## src/mbe_pkg.sv

```systemverilog
// ----------------------------------------------------------------------------
// Mandelbrot escape-time engine: shared definitions
// Number format, field widths, register indexes and reset values used by the
// channel interfaces and the engine.
// ----------------------------------------------------------------------------
`default_nettype none

package mbe_pkg;

  // Signed fixed point coordinates, Q4.28
  localparam int COORD_BITS = 32;
  localparam int FRAC_BITS  = 28;

  // Field widths
  localparam int COL_BITS   = 12;
  localparam int ROW_BITS   = 12;
  localparam int WIDTH_BITS = 13;
  localparam int LIMIT_BITS = 16;

  // Largest divisor used for the real coordinate step
  localparam int MAX_WIDTH  = 4096;

  // Shared signed multiplier: one sign bit over a coordinate magnitude
  localparam int MUL_BITS   = COORD_BITS + 1;
  localparam int PROD_BITS  = 2 * MUL_BITS;
  // Product after the floor shift by the fraction bits
  localparam int SHIFT_BITS = PROD_BITS - FRAC_BITS;
  // Square of a coordinate after the shift, unsigned
  localparam int SQ_BITS    = 2 * COORD_BITS - 1 - FRAC_BITS;
  // Real-step numerator (span * column) and its divider counter
  localparam int NUM_BITS      = COORD_BITS + COL_BITS;
  localparam int DIV_CNT_BITS  = $clog2(NUM_BITS);

  // Escape threshold |z|^2 >= 4.0
  localparam logic [SQ_BITS:0] FOUR_Q = (SQ_BITS + 1)'(64'd4 << FRAC_BITS);

  // Configuration port
  localparam int CFG_INDEX_BITS = 2;
  localparam int CFG_DATA_BITS  = COORD_BITS;

  localparam logic [CFG_INDEX_BITS-1:0] REG_LEFT_REAL  = CFG_INDEX_BITS'(0);
  localparam logic [CFG_INDEX_BITS-1:0] REG_RIGHT_REAL = CFG_INDEX_BITS'(1);
  localparam logic [CFG_INDEX_BITS-1:0] REG_IMAGE_WIDTH = CFG_INDEX_BITS'(2);
  localparam logic [CFG_INDEX_BITS-1:0] REG_ITER_LIMIT = CFG_INDEX_BITS'(3);

  // Register reset values: left -2.0, right 1.0
  localparam logic [COORD_BITS-1:0] LEFT_RESET  = COORD_BITS'(-(longint'(2) <<< FRAC_BITS));
  localparam logic [COORD_BITS-1:0] RIGHT_RESET = COORD_BITS'(longint'(1) <<< FRAC_BITS);
  localparam logic [WIDTH_BITS-1:0] WIDTH_RESET = WIDTH_BITS'(1024);
  localparam logic [LIMIT_BITS-1:0] LIMIT_RESET = LIMIT_BITS'(256);

endpackage

`default_nettype wire

```

## src/mbe_if.sv

```systemverilog
// ----------------------------------------------------------------------------
// Mandelbrot escape-time engine: channel interfaces
// Valid/ready channels for pixel requests, results and register writes.
// ----------------------------------------------------------------------------
`default_nettype none

// Pixel request: row, column and imaginary part of c
interface mbe_pixel_if import mbe_pkg::*; ();
  logic                         valid;
  logic                         ready;
  logic [ROW_BITS-1:0]          row_index;
  logic [COL_BITS-1:0]          pixel_column;
  logic signed [COORD_BITS-1:0] c_imag;

  modport source (output valid, output row_index, output pixel_column, output c_imag,
                  input ready);
  modport sink   (input valid, input row_index, input pixel_column, input c_imag,
                  output ready);
endinterface

// Result: echoed position and escape count
interface mbe_result_if import mbe_pkg::*; ();
  logic                  valid;
  logic                  ready;
  logic [ROW_BITS-1:0]   out_row;
  logic [COL_BITS-1:0]   out_column;
  logic [LIMIT_BITS-1:0] iteration_count;

  modport source (output valid, output out_row, output out_column, output iteration_count,
                  input ready);
  modport sink   (input valid, input out_row, input out_column, input iteration_count,
                  output ready);
endinterface

// Register write: index and data
interface mbe_cfg_if import mbe_pkg::*; ();
  logic                      valid;
  logic                      ready;
  logic [CFG_INDEX_BITS-1:0] index;
  logic [CFG_DATA_BITS-1:0]  data;

  modport source (output valid, output index, output data, input ready);
  modport sink   (input valid, input index, input data, output ready);
endinterface

`default_nettype wire

```

## src/mandelbrot_escape_time.sv

```systemverilog
// ----------------------------------------------------------------------------
// Mandelbrot escape-time engine
// Iterates z = z*z + c in signed Q4.28 for one pixel at a time.
// ----------------------------------------------------------------------------
// One pixel request is taken when the engine is idle. It first forms the real
// part of c as left + span*column/width: one multiply on the shared 33x33
// signed multiplier, then a restoring divider that produces one quotient bit
// per cycle. The escape loop then reuses the same multiplier three times per
// iteration (zr*zi, zr^2, zi^2), stepping through S_UPD, S_SQR, S_SQI and
// S_TEST. A pixel runs at most iteration_limit - 1 iterations. If the
// previous result is still waiting in the output register, the finished pixel
// holds until that result is taken. The result sits in an output register, so
// the next request is taken while it waits. Registers must be written between
// pixels only; the engine itself does not enforce this. Arithmetic overflow in
// the iteration update counts as an escape; the real step saturates instead.
// ----------------------------------------------------------------------------
`default_nettype none

module mandelbrot_escape_time import mbe_pkg::*; (
  input  logic          clk,
  input  logic          rst,
  mbe_cfg_if.sink       cfg,
  mbe_pixel_if.sink     pixel,
  mbe_result_if.source  result
);

  typedef enum logic [3:0] {
    S_IDLE,
    S_DIV_LOAD,
    S_DIV,
    S_SAT,
    S_ISSUE,
    S_UPD,
    S_SQR,
    S_SQI,
    S_TEST,
    S_DONE
  } state_t;

  state_t state;

  // Configuration registers
  logic signed [COORD_BITS-1:0] left_real;
  logic signed [COORD_BITS-1:0] right_real;
  logic [WIDTH_BITS-1:0]        image_width;
  logic [LIMIT_BITS-1:0]        iteration_limit;

  // Request payload: position held for the result, imaginary part for the loop
  logic [ROW_BITS-1:0]          row_q;
  logic [COL_BITS-1:0]          col_q;
  logic signed [COORD_BITS-1:0] c_imag_q;

  // Datapath
  logic signed [PROD_BITS-1:0]  prod;
  logic [NUM_BITS-1:0]          div_num;
  logic [WIDTH_BITS-1:0]        div_rem;
  logic [DIV_CNT_BITS-1:0]      div_cnt;
  logic signed [COORD_BITS-1:0] c_real;
  logic signed [COORD_BITS-1:0] zr;
  logic signed [COORD_BITS-1:0] zi;
  logic [SQ_BITS-1:0]           zr2;
  logic [SQ_BITS-1:0]           zi2;
  logic                         ovf;
  logic [LIMIT_BITS-1:0]        rem;
  logic [LIMIT_BITS-1:0]        cnt;

  // Output register
  logic                         res_valid;
  logic [ROW_BITS-1:0]          res_row;
  logic [COL_BITS-1:0]          res_col;
  logic [LIMIT_BITS-1:0]        res_count;

  // --------------------------------------------------------------------------
  // Register writes
  // --------------------------------------------------------------------------
  assign cfg.ready = 1'b1;

  always_ff @(posedge clk) begin
    if (rst) begin
      left_real       <= signed'(LEFT_RESET);
      right_real      <= signed'(RIGHT_RESET);
      image_width     <= WIDTH_RESET;
      iteration_limit <= LIMIT_RESET;
    end else if (cfg.valid && cfg.ready) begin
      unique case (cfg.index)
        REG_LEFT_REAL:   left_real       <= signed'(cfg.data[COORD_BITS-1:0]);
        REG_RIGHT_REAL:  right_real      <= signed'(cfg.data[COORD_BITS-1:0]);
        REG_IMAGE_WIDTH: image_width     <= cfg.data[WIDTH_BITS-1:0];
        REG_ITER_LIMIT:  iteration_limit <= cfg.data[LIMIT_BITS-1:0];
        default: ;
      endcase
    end
  end

  // --------------------------------------------------------------------------
  // Real coordinate step: span magnitude, clamped divisor, saturating offset
  // --------------------------------------------------------------------------
  logic signed [COORD_BITS:0] span;
  logic                       span_neg;
  logic [COORD_BITS:0]        span_abs;
  logic [WIDTH_BITS-1:0]      w_eff;

  assign span     = (COORD_BITS + 1)'(right_real) - (COORD_BITS + 1)'(left_real);
  assign span_neg = span[COORD_BITS];
  assign span_abs = span_neg ? (COORD_BITS + 1)'(-span) : (COORD_BITS + 1)'(span);

  always_comb begin
    if (image_width == '0) begin
      w_eff = WIDTH_BITS'(1);
    end else if (image_width > WIDTH_BITS'(MAX_WIDTH)) begin
      w_eff = WIDTH_BITS'(MAX_WIDTH);
    end else begin
      w_eff = image_width;
    end
  end

  // One restoring divider step
  logic [WIDTH_BITS:0]   trial;
  logic                  trial_ge;
  logic [WIDTH_BITS-1:0] trial_sub;

  assign trial     = {div_rem, div_num[NUM_BITS-1]};
  assign trial_ge  = trial >= (WIDTH_BITS + 1)'(w_eff);
  assign trial_sub = WIDTH_BITS'(trial - (WIDTH_BITS + 1)'(w_eff));

  // Offset of left edge in excess form, moved by the quotient and clamped
  logic [COORD_BITS-1:0]        off;
  logic [NUM_BITS:0]            off_up;
  logic [NUM_BITS:0]            off_dn;
  logic [COORD_BITS-1:0]        off_sat;
  logic signed [COORD_BITS-1:0] c_real_next;

  assign off    = {~left_real[COORD_BITS-1], left_real[COORD_BITS-2:0]};
  assign off_up = (NUM_BITS + 1)'(off) + (NUM_BITS + 1)'(div_num);
  assign off_dn = (NUM_BITS + 1)'(off) - (NUM_BITS + 1)'(div_num);

  always_comb begin
    if (!span_neg) begin
      off_sat = (off_up[NUM_BITS:COORD_BITS] != '0) ? '1 : off_up[COORD_BITS-1:0];
    end else begin
      off_sat = off_dn[NUM_BITS] ? '0 : off_dn[COORD_BITS-1:0];
    end
  end

  assign c_real_next = signed'({~off_sat[COORD_BITS-1], off_sat[COORD_BITS-2:0]});

  // --------------------------------------------------------------------------
  // Shared multiplier operand select
  // --------------------------------------------------------------------------
  logic signed [MUL_BITS-1:0]  mul_a;
  logic signed [MUL_BITS-1:0]  mul_b;
  logic signed [PROD_BITS-1:0] prod_next;

  always_comb begin
    mul_a = MUL_BITS'(zr);
    mul_b = MUL_BITS'(zi);
    case (state)
      S_IDLE: begin
        mul_a = signed'(span_abs);
        mul_b = signed'(MUL_BITS'(pixel.pixel_column));
      end
      S_SQR:   mul_b = MUL_BITS'(zr);
      S_SQI:   mul_a = MUL_BITS'(zi);
      default: ;
    endcase
  end

  assign prod_next = mul_a * mul_b;

  // --------------------------------------------------------------------------
  // Iteration update: floor-scaled products, sums and range checks
  // --------------------------------------------------------------------------
  localparam int NZI_BITS = SHIFT_BITS + 2;
  localparam int NZR_BITS = SQ_BITS + 2;

  logic signed [SHIFT_BITS-1:0] t_q;
  logic signed [NZI_BITS-1:0]   nzi_w;
  logic signed [NZR_BITS-1:0]   nzr_w;
  logic                         ovf_t;
  logic                         ovf_i;
  logic                         ovf_r;

  assign t_q   = prod[PROD_BITS-1:FRAC_BITS];
  assign ovf_t = t_q[SHIFT_BITS-1:COORD_BITS-1]
                 != {(SHIFT_BITS - COORD_BITS + 1){t_q[COORD_BITS-1]}};

  // zi' = 2*zr*zi + ci
  assign nzi_w = NZI_BITS'(signed'({t_q, 1'b0})) + NZI_BITS'(c_imag_q);
  assign ovf_i = nzi_w[NZI_BITS-1:COORD_BITS-1]
                 != {(NZI_BITS - COORD_BITS + 1){nzi_w[COORD_BITS-1]}};

  // zr' = zr^2 - zi^2 + cr
  assign nzr_w = NZR_BITS'(signed'({1'b0, zr2})) - NZR_BITS'(signed'({1'b0, zi2}))
                 + NZR_BITS'(c_real);
  assign ovf_r = nzr_w[NZR_BITS-1:COORD_BITS-1]
                 != {(NZR_BITS - COORD_BITS + 1){nzr_w[COORD_BITS-1]}};

  // Escape test on the fresh squares
  logic [SQ_BITS-1:0] sq_new;
  logic [SQ_BITS:0]   mag_sum;
  logic               escaped;

  assign sq_new  = prod[FRAC_BITS +: SQ_BITS];
  assign mag_sum = (SQ_BITS + 1)'(zr2) + (SQ_BITS + 1)'(sq_new);
  assign escaped = ovf || (mag_sum >= FOUR_Q);

  // --------------------------------------------------------------------------
  // Sequencer
  // --------------------------------------------------------------------------
  assign pixel.ready = (state == S_IDLE);

  always_ff @(posedge clk) begin
    if (rst) begin
      state     <= S_IDLE;
      res_valid <= 1'b0;
    end else begin
      // A finishing pixel refills the output register in S_DONE instead
      if (result.valid && result.ready && state != S_DONE) begin
        res_valid <= 1'b0;
      end

      unique case (state)
        S_IDLE: begin
          if (pixel.valid) begin
            row_q    <= pixel.row_index;
            col_q    <= pixel.pixel_column;
            c_imag_q <= pixel.c_imag;
            prod     <= prod_next;
            state    <= S_DIV_LOAD;
          end
        end

        S_DIV_LOAD: begin
          div_num <= prod[NUM_BITS-1:0];
          div_rem <= '0;
          div_cnt <= DIV_CNT_BITS'(NUM_BITS - 1);
          state   <= S_DIV;
        end

        // One quotient bit per cycle
        S_DIV: begin
          div_rem <= trial_ge ? trial_sub : trial[WIDTH_BITS-1:0];
          div_num <= {div_num[NUM_BITS-2:0], trial_ge};
          if (div_cnt == '0) begin
            state <= S_SAT;
          end else begin
            div_cnt <= div_cnt - 1'b1;
          end
        end

        S_SAT: begin
          c_real <= c_real_next;
          zr     <= '0;
          zi     <= '0;
          zr2    <= '0;
          zi2    <= '0;
          ovf    <= 1'b0;
          rem    <= (iteration_limit == '0) ? '0 : iteration_limit - 1'b1;
          state  <= S_ISSUE;
        end

        S_ISSUE: begin
          if (rem == '0) begin
            cnt   <= '0;
            state <= S_DONE;
          end else begin
            prod  <= prod_next;
            state <= S_UPD;
          end
        end

        S_UPD: begin
          zr    <= nzr_w[COORD_BITS-1:0];
          zi    <= nzi_w[COORD_BITS-1:0];
          ovf   <= ovf_t || ovf_i || ovf_r;
          rem   <= rem - 1'b1;
          state <= S_SQR;
        end

        S_SQR: begin
          prod  <= prod_next;
          state <= S_SQI;
        end

        S_SQI: begin
          zr2   <= sq_new;
          prod  <= prod_next;
          state <= S_TEST;
        end

        // Budget check first, then escape, else start the next iteration
        S_TEST: begin
          zi2 <= sq_new;
          if (rem == '0) begin
            cnt   <= '0;
            state <= S_DONE;
          end else if (escaped) begin
            cnt   <= iteration_limit - rem;
            state <= S_DONE;
          end else begin
            prod  <= prod_next;
            state <= S_UPD;
          end
        end

        S_DONE: begin
          if (!res_valid || result.ready) begin
            res_valid <= 1'b1;
            res_row   <= row_q;
            res_col   <= col_q;
            res_count <= cnt;
            state     <= S_IDLE;
          end
        end

        default: state <= S_IDLE;
      endcase
    end
  end

  assign result.valid           = res_valid;
  assign result.out_row         = res_row;
  assign result.out_column      = res_col;
  assign result.iteration_count = res_count;

  // --------------------------------------------------------------------------
  // Assertions
  // --------------------------------------------------------------------------
  a_accept_starts_div: assert property (@(posedge clk) disable iff (rst)
    pixel.valid && pixel.ready |=> state == S_DIV_LOAD)
    else $error("request accepted without starting the real step");

  a_div_rem_bound: assert property (@(posedge clk) disable iff (rst)
    state == S_DIV |-> div_rem < w_eff)
    else $error("divider remainder not below divisor");

  a_count_range: assert property (@(posedge clk) disable iff (rst)
    res_valid |-> (res_count == '0) || (res_count < iteration_limit))
    else $error("escape count outside the iteration budget");

  a_done_handoff: assert property (@(posedge clk) disable iff (rst)
    state == S_DONE && (!res_valid || result.ready) |=> state == S_IDLE && res_valid)
    else $error("finished pixel not moved to the output register");

endmodule

`default_nettype wire
```

## src/flat_wrapper.sv

```systemverilog
// flat-port wrapper written by rule: the top's interface ports become plain ports
module mandelbrot_escape_time_flat import mbe_pkg::*;
  (clk, rst, cfg_valid, cfg_index, cfg_data, cfg_ready, pixel_valid, pixel_row_index, pixel_pixel_column, pixel_c_imag, pixel_ready, result_valid, result_out_row, result_out_column, result_iteration_count, result_ready);
  mbe_cfg_if cfg_i ();
  mbe_pixel_if pixel_i ();
  mbe_result_if result_i ();
  input  logic clk;
  input  logic rst;
  input wire logic [$bits(cfg_i.valid)-1:0] cfg_valid;
  input wire logic [$bits(cfg_i.index)-1:0] cfg_index;
  input wire logic [$bits(cfg_i.data)-1:0] cfg_data;
  output wire logic [$bits(cfg_i.ready)-1:0] cfg_ready;
  input wire logic [$bits(pixel_i.valid)-1:0] pixel_valid;
  input wire logic [$bits(pixel_i.row_index)-1:0] pixel_row_index;
  input wire logic [$bits(pixel_i.pixel_column)-1:0] pixel_pixel_column;
  input wire logic [$bits(pixel_i.c_imag)-1:0] pixel_c_imag;
  output wire logic [$bits(pixel_i.ready)-1:0] pixel_ready;
  output wire logic [$bits(result_i.valid)-1:0] result_valid;
  output wire logic [$bits(result_i.out_row)-1:0] result_out_row;
  output wire logic [$bits(result_i.out_column)-1:0] result_out_column;
  output wire logic [$bits(result_i.iteration_count)-1:0] result_iteration_count;
  input wire logic [$bits(result_i.ready)-1:0] result_ready;
  assign cfg_i.valid = cfg_valid;
  assign cfg_i.index = cfg_index;
  assign cfg_i.data = cfg_data;
  assign cfg_ready = cfg_i.ready;
  assign pixel_i.valid = pixel_valid;
  assign pixel_i.row_index = pixel_row_index;
  assign pixel_i.pixel_column = pixel_pixel_column;
  assign pixel_i.c_imag = pixel_c_imag;
  assign pixel_ready = pixel_i.ready;
  assign result_valid = result_i.valid;
  assign result_out_row = result_i.out_row;
  assign result_out_column = result_i.out_column;
  assign result_iteration_count = result_i.iteration_count;
  assign result_i.ready = result_ready;
  mandelbrot_escape_time u_core (.clk(clk), .rst(rst), .cfg(cfg_i), .pixel(pixel_i), .result(result_i));
endmodule
```

## config.mk

```make
export PLATFORM = sky130hd
export DESIGN_NAME = mandelbrot_escape_time_flat
export DESIGN_NICKNAME = d
export VERILOG_FILES = /design/src/mbe_pkg.sv /design/src/mbe_if.sv /design/src/mandelbrot_escape_time.sv /design/src/flat_wrapper.sv
export SDC_FILE = /design/constraint.sdc
export NUM_CORES = 2
export LEC_CHECK = 0
export ABC_CLOCK_PERIOD_IN_PS = 26600
export BUFFER_PORTS_ARGS = -buffer_cell sky130_fd_sc_hd__buf_2
export CORE_MARGIN = 3
export CORE_UTILIZATION = 65
export CTS_CLUSTER_DIAMETER = 50
export DETAILED_ROUTE_END_ITERATION = 16
export PLACE_DENSITY_LB_ADDON = 0.3
export SLEW_MARGIN = 15
export SYNTH_ARGS = -nofsm -noshare
export SYNTH_HDL_FRONTEND = slang
export SYNTH_SLANG_ARGS = --single-unit
export TNS_END_PERCENT = 20
```

## constraint.sdc

```tcl
create_clock -name clk -period 26.6 [get_ports clk]
set_clock_uncertainty 0.2 [all_clocks]
set_input_delay 1.33 -clock clk [delete_from_list [all_inputs] [get_ports clk]]
set_output_delay 1.33 -clock clk [all_outputs]
set_load 0.1 [all_outputs]
```

Word level (Yosys, flattened, before mapping). Cells that the tools add are included.

Bitwise gates (word level): 3. Multiply operators: 1. Shift operators: 0. Divide/modulo/power cells: 0. Order comparisons: 3. Equal/unequal tests: 25. Reductions and logical operators: 36. $add $sub $neg: 13. Mux-type cells: 39.

Operators by type and width (count): 66-bit two-way mux (4); 66-bit case mux with 4 select lines (1); 35-bit case mux with 2 select lines (2); 33-bit case mux with 2 select lines (2); 32-bit case mux with 2 select lines (2); 32-bit two-way mux (3); 44-bit case mux with 2 select lines (1); 33-bit by 33-bit multiplier with 66-bit output (1); 16-bit two-way mux (4); 16-bit case mux with 2 select lines (2); 32-bit by 44-bit adder with 45-bit output (1); 32-bit by 44-bit subtractor with 45-bit output (1); 39-bit by 32-bit adder with 40-bit output (1); 4-bit case mux with 10 select lines (1); 13-bit two-way mux (3); 36-bit by 32-bit adder with 37-bit output (1); 35-bit by 35-bit adder with 36-bit output (1); 36-bit by 31-bit >= comparator with 1-bit output (second input constant) (1); 35-bit by 35-bit subtractor with 36-bit output (1); 33-bit two-way mux (1); 33-bit negation (1); 32-bit by 32-bit subtractor with 33-bit output (1); 16-bit logical NOT (2); 16-bit by 1-bit subtractor with 16-bit output (second input constant) (2); other kinds (40) (80).

Logic and storage cells: 144. Bits in latches: 0. Memory bits (read-only): 0. Memories kept: 0. Bits in registers: 522. Input bits: 95. Output and inout port bits: 43. Memory bits (writable): 0.

Longest topological paths before layout.
Depth after elaboration: 8. Mapped depth: 47. Depth with buffers taken out: 44.

Least setup slack after synthesis. No wires, ideal clock.

Kind: register -> register. From: register u_core.right_real[0]. To: register u_core.prod[65], data pin. Path buffers: 2. Stages on the path, launching flop included: 39. Clock period less this slack: 11.151 ns. Path slack: 15.449 ns. Arrival time: 10.692 ns. Cells stage by stage: dfxtp_1 inv_1 ha_1 fa_1 and2b_1 o21ai_2 a211oi_2 o311ai_0 and2_1 clkbuf_1 o31a_1 a31oi_1 buf_2 nor3_1 a41oi_1 nor2_1 fa_1 fa_1 [... 3 more ...] inv_1 fa_1 fa_1 fa_1 inv_1 fa_1 inv_1 ha_1 a21oi_1 nor2b_1 o21ai_0 nand2b_1 a21oi_1 a31oi_1 o41ai_1 o21ai_0 a21oi_1 xnor2_1.

Longest elaborated chain between the ends: 8. Elaborated cells on any way between the ends: 10. Classes of those cells: 2 x add/sub; 1 x mul; 7 x mux.

RTL lines: from (decl) (RTL line mandelbrot_escape_time.sv:44) `logic signed [COORD_BITS-1:0] right_real;`; from (signal assigned) (RTL line mandelbrot_escape_time.sv:81) `right_real <= signed'(RIGHT_RESET);`; from (signal assigned) (RTL line mandelbrot_escape_time.sv:87) `REG_RIGHT_REAL: right_real <= signed'(cfg.data[COORD_BITS-1:0]);`; 32-bit by 32-bit subtractor with 33-bit output (*) (RTL line mandelbrot_escape_time.sv:103) `assign span = (COORD_BITS + 1)'(right_real) - (COORD_BITS + 1)'(left_real);`; 33-bit negation (RTL line mandelbrot_escape_time.sv:105) `assign span_abs = span_neg ? (COORD_BITS + 1)'(-span) : (COORD_BITS + 1)'(span);`; 33-bit two-way mux (*) (RTL line mandelbrot_escape_time.sv:105); 33-bit case mux with 2 select lines (*) (RTL line mandelbrot_escape_time.sv:157) `case (state)`; 33-bit by 33-bit multiplier with 66-bit output (*) (RTL line mandelbrot_escape_time.sv:168) `assign prod_next = mul_a * mul_b;`; via u_core.prod_next[65] (RTL line mandelbrot_escape_time.sv:152) `logic signed [PROD_BITS-1:0] prod_next;`; 66-bit two-way mux (RTL line mandelbrot_escape_time.sv:297) `end else if (escaped) begin`; 66-bit two-way mux (RTL line mandelbrot_escape_time.sv:294) `if (rem == '0) begin`; 66-bit case mux with 4 select lines (*) (RTL line mandelbrot_escape_time.sv:222) `unique case (state)`; to (signal assigned) (RTL line mandelbrot_escape_time.sv:228) `prod <= prod_next;`; to (signal assigned) (RTL line mandelbrot_escape_time.sv:287) `prod <= prod_next;`; to (signal assigned) (RTL line mandelbrot_escape_time.sv:301) `prod <= prod_next;`; to (decl) (RTL line mandelbrot_escape_time.sv:54) `logic signed [PROD_BITS-1:0] prod;`.

The timed path passes the listed nets; every way through them passes the cells marked *. The select of a mux whose other input is x is not followed. A chain may end at the register's enable or synchronous reset.

Worst setup path after layout.
From: register u_core.left_real[1]. To: register u_core.prod[65], data pin.

Longest elaborated chain between the ends: 8. Elaborated cells on any way between the ends: 10. Classes of those cells: 2 x add/sub; 1 x mul; 7 x mux.

RTL lines: from (decl) (RTL line mandelbrot_escape_time.sv:43) `logic signed [COORD_BITS-1:0] left_real;`; from (signal assigned) (RTL line mandelbrot_escape_time.sv:80) `left_real <= signed'(LEFT_RESET);`; from (signal assigned) (RTL line mandelbrot_escape_time.sv:86) `REG_LEFT_REAL: left_real <= signed'(cfg.data[COORD_BITS-1:0]);`; 32-bit by 32-bit subtractor with 33-bit output (*) (RTL line mandelbrot_escape_time.sv:103); 33-bit negation (RTL line mandelbrot_escape_time.sv:105); 33-bit two-way mux (*) (RTL line mandelbrot_escape_time.sv:105); 33-bit case mux with 2 select lines (*) (RTL line mandelbrot_escape_time.sv:157); 33-bit by 33-bit multiplier with 66-bit output (*) (RTL line mandelbrot_escape_time.sv:168); via u_core.prod_next[65] (RTL line mandelbrot_escape_time.sv:152); 66-bit two-way mux (RTL line mandelbrot_escape_time.sv:297); 66-bit two-way mux (RTL line mandelbrot_escape_time.sv:294); 66-bit case mux with 4 select lines (*) (RTL line mandelbrot_escape_time.sv:222).

Marks and branches as above.

==> run_results.csv <==
group,metric,value,unit
worst_setup_path,crit_buf_inv,7,
synth,synth_most_common_cell,"inv_1",
drt,vias,60000,
grt,grt_max_degree,93,
synth,yosysSeqAreaShare,20.3,%
min_path,whs_endpoint,"u_core.result.out_column[0]",
grt,overflow,0,
sta,hold_violations,0,
grt,grt_pass1_vias,60400,
clock_tree,clk_path_buf_depth,3,
synth,synth_common_cells,"inv_1, fa_1, nand2_1",
clock_tree,ctsResizeCount,0,
placement,numPortBuffers,136,
worst_setup_path,rrSetupSlack,12.54,ns
synth,synth_cells,7964,
drt,post-route-drc-count,0,
final_layout,area_growth,6.16,%
grt,antenna_found_initial,17,
synth,syn_area,72500,um^2
worst_setup_path,r2r_end,"u_core.prod[65]",
synth,synth_top_area_share,31.9,%
worst_setup_path,startpoint_type,"flop",
clock_tree,postCtsHoldBufs,0,
drt,drt_wl_total,237000,um
worst_setup_path,critPathArrivalTime,14.25,ns
run_status,status,"finished, final reports clean",
clock_tree,cts_buffers,58,
worst_setup_path,worst_setup_path_end_kind,"flop",
synth,syn_area_per_cell,9.11,um^2
floorplan,num_rows,121,
drt,drtPass1Iterations,7,
flow_run,drv_cap,0,
synth,synth_warnings,0,
final_layout,fin_nets,9682,
grt,grtUsageTotal,41.4,%
clock_tree,cts_tree,"done",
min_path,whs_path_depth,0,
final_layout,drive_gt1_share,6.48,%
drt,postRouteAntennaNets,0,
clock_tree,clk_pin_slew,0.06,ns
floorplan,initial_core_util,66.1,%
worst_setup_path,ff2ff_path_depth,41,
sta,slew_violations,0,
synth,ys.flop_type,"edfxtp_1",
worst_setup_path,slowest_delay,0.96,ns
floorplan,core_area,110000,um^2
worst_setup_path,critPathTopFamily,"compound AO/OA/AOI/OAI gates",
synth,synth.largest_area_cell,"fa_1",
worst_setup_path,crit_type,"flop to flop",
floorplan,dieArea,116000,um^2
drt,routedWlPerCell,25.0,um
sta,tns,0,ns
drt,drtIter0Drc,6957,
floorplan,die_y,340,um
sta,fin_crit,14.06,ns
sta,final-setup-viol-count,0,
worst_setup_path,worstPathMaxFanout,12,
placement,dp_hpwl,189000,um
synth,yosys-top-cells-area,"fa_1, edfxtp_1, ha_1",
worst_setup_path,cp.required,26.80,ns
worst_setup_path,r2r-start,"u_core.left_real[1]",
min_path,hold_start,"u_core.col_q[0]",
sta,worst_slew_pin_slew,1.26,ns
synth,async_flop_share,0,%
floorplan,chipWidth,340,um
synth,synth-seq-cells,522,
synth,synth_cell_types,96,
floorplan,io_pins,138,
clock_tree,cts_sinks,522,
placement,gp_congestion,1.04,
synth,synth_nets,9703,
clock_tree,cts_root_buf,"clkbuf_16",
drt,viasPerCell,6.33,
sta,rsz0062_at_grt,"no",
min_path,hold_class,"flop to flop",
grt,grt_pass1_wl,362000,um
synth,synth_edf_count,424,
sta,fin_crit_sh,52.8,%
clock_tree,cts_setup_buffers,0,
sta,relSlewSlack,15.7,%
worst_setup_path,slowest_stage,"a21oi_1",
clock_tree,clk_latency,0.65,ns
sta,max_freq,71.1,MHz
clock_tree,ctsHtreeMaxLevel,2,
worst_setup_path,cp_common_cell,"fa_1",
-- cells in the final DEF (no fill, tap or decap), types with 45 or more instances in the layout --
| master | count |
|---|---|
| inv_1 | 1395 |
| fa_1 | 1155 |
| nand2_1 | 1051 |
| nor2_1 | 715 |
| ha_1 | 489 |
| edfxtp_1 | 424 |
| a21oi_1 | 407 |
| o21ai_0 | 233 |
| xnor2_1 | 183 |
| buf_4 | 143 |
| buf_2 | 135 |
| a21o_1 | 120 |
| and2_1 | 99 |
| dfxtp_1 | 98 |
| xor2_1 | 89 |
| nand3_1 | 85 |
| nand2b_1 | 75 |
| nor3_1 | 73 |
| and3_1 | 63 |
| clkbuf_16 | 61 |
| o21bai_1 | 55 |
| a22oi_1 | 50 |
| or2_2 | 45 |
-- per-layer routing --
| metal | wire length (um) | GRT usage [%] | vias up |
|---|---|---|---|
| met5 | 56 | 0 | - |
| li1 | - | - | 25700 |
| met2 | 103000 | 62.2 | 3697 |
| met3 | 28500 | 10.1 | 869 |
| met1 | 88000 | 55.3 | 29800 |
| met4 | 16900 | 23.4 | 8 |
-- how the worst max path moves through the flow --
stage,startpoint,endpoint,slack [ns],cells past startpoint
after floorplan,u_core.right_real[0],u_core.prod[65],15.45,38
after global placement,u_core.left_real[1],u_core.prod[65],13.33,41
after detailed placement,u_core.left_real[1],u_core.prod[65],13.03,41
after CTS,u_core.left_real[1],u_core.prod[65],12.90,41
after global routing,u_core.left_real[1],u_core.prod[65],11.82,41
final,u_core.left_real[1],u_core.prod[65],12.54,41
-- logic make-up (layout without fill, tap and decap cells) --
group,count (synthesis),in the layout,share of synthesized area (%)
AND/OR/NAND/NOR,2413,2413,14.7
buffers and inverters,1755,1782,9.15
adder cells (fa/ha/maj),1644,1644,40.3
AO/OA/AOI/OAI,1345,1345,12.1
flip-flops,522,522,20.3
XOR/XNOR,272,272,3.28
multiplexers,12,12,0.171
other,1,7,0.00517
-- through the flow --
| step | hold slack [ns] | setup WS (ns) | cells | cell area (um^2) | util (%) |
|---|---|---|---|---|---|
| floorplan | 0.200 | 15.45 | 7964 | 72500 | - |
| global placement | 0.200 | 13.33 | 9358 | 75000 | 68.3 |
| detailed placement | 0.205 | 13.03 | 9358 | 75000 | 68.3 |
| CTS | 0.219 | 12.90 | 9466 | 77000 | 70.1 |
| global route | 0.219 | 11.82 | 9467 | 77000 | 70.1 |
| finish | 0.218 | 12.54 | 9473 | 77000 | 70.1 |
-- state kept, by name (all words and copies together), names as in the netlist, 32 cells and up --
register           count
u_core.zr2            35
u_core.zi             32
u_core.zi2            35
u_core.div_num        44
u_core.prod           66
u_core.left_real      32
u_core.right_real     32
u_core.c_real         32
u_core.zr             32
u_core.c_imag_q       32
-- cell type report --
| cell class | count | area (um^2) |
|---|---|---|
| tap | 1476 | 1850 |
| timing repair buffer | 278 | 1750 |
| multi-input combinational | 5687 | 51400 |
| clock buffer | 64 | 1550 |
| antenna | 6 | 15.0 |
| inverter | 1396 | 5240 |
| fill | 8579 | 32800 |
| sequential | 522 | 14700 |
| clock inverter | 44 | 469 |
Power is left out: the tool's default activity adds up to more than one toggle a clock period on the data nets, which glitch-free logic cannot reach.
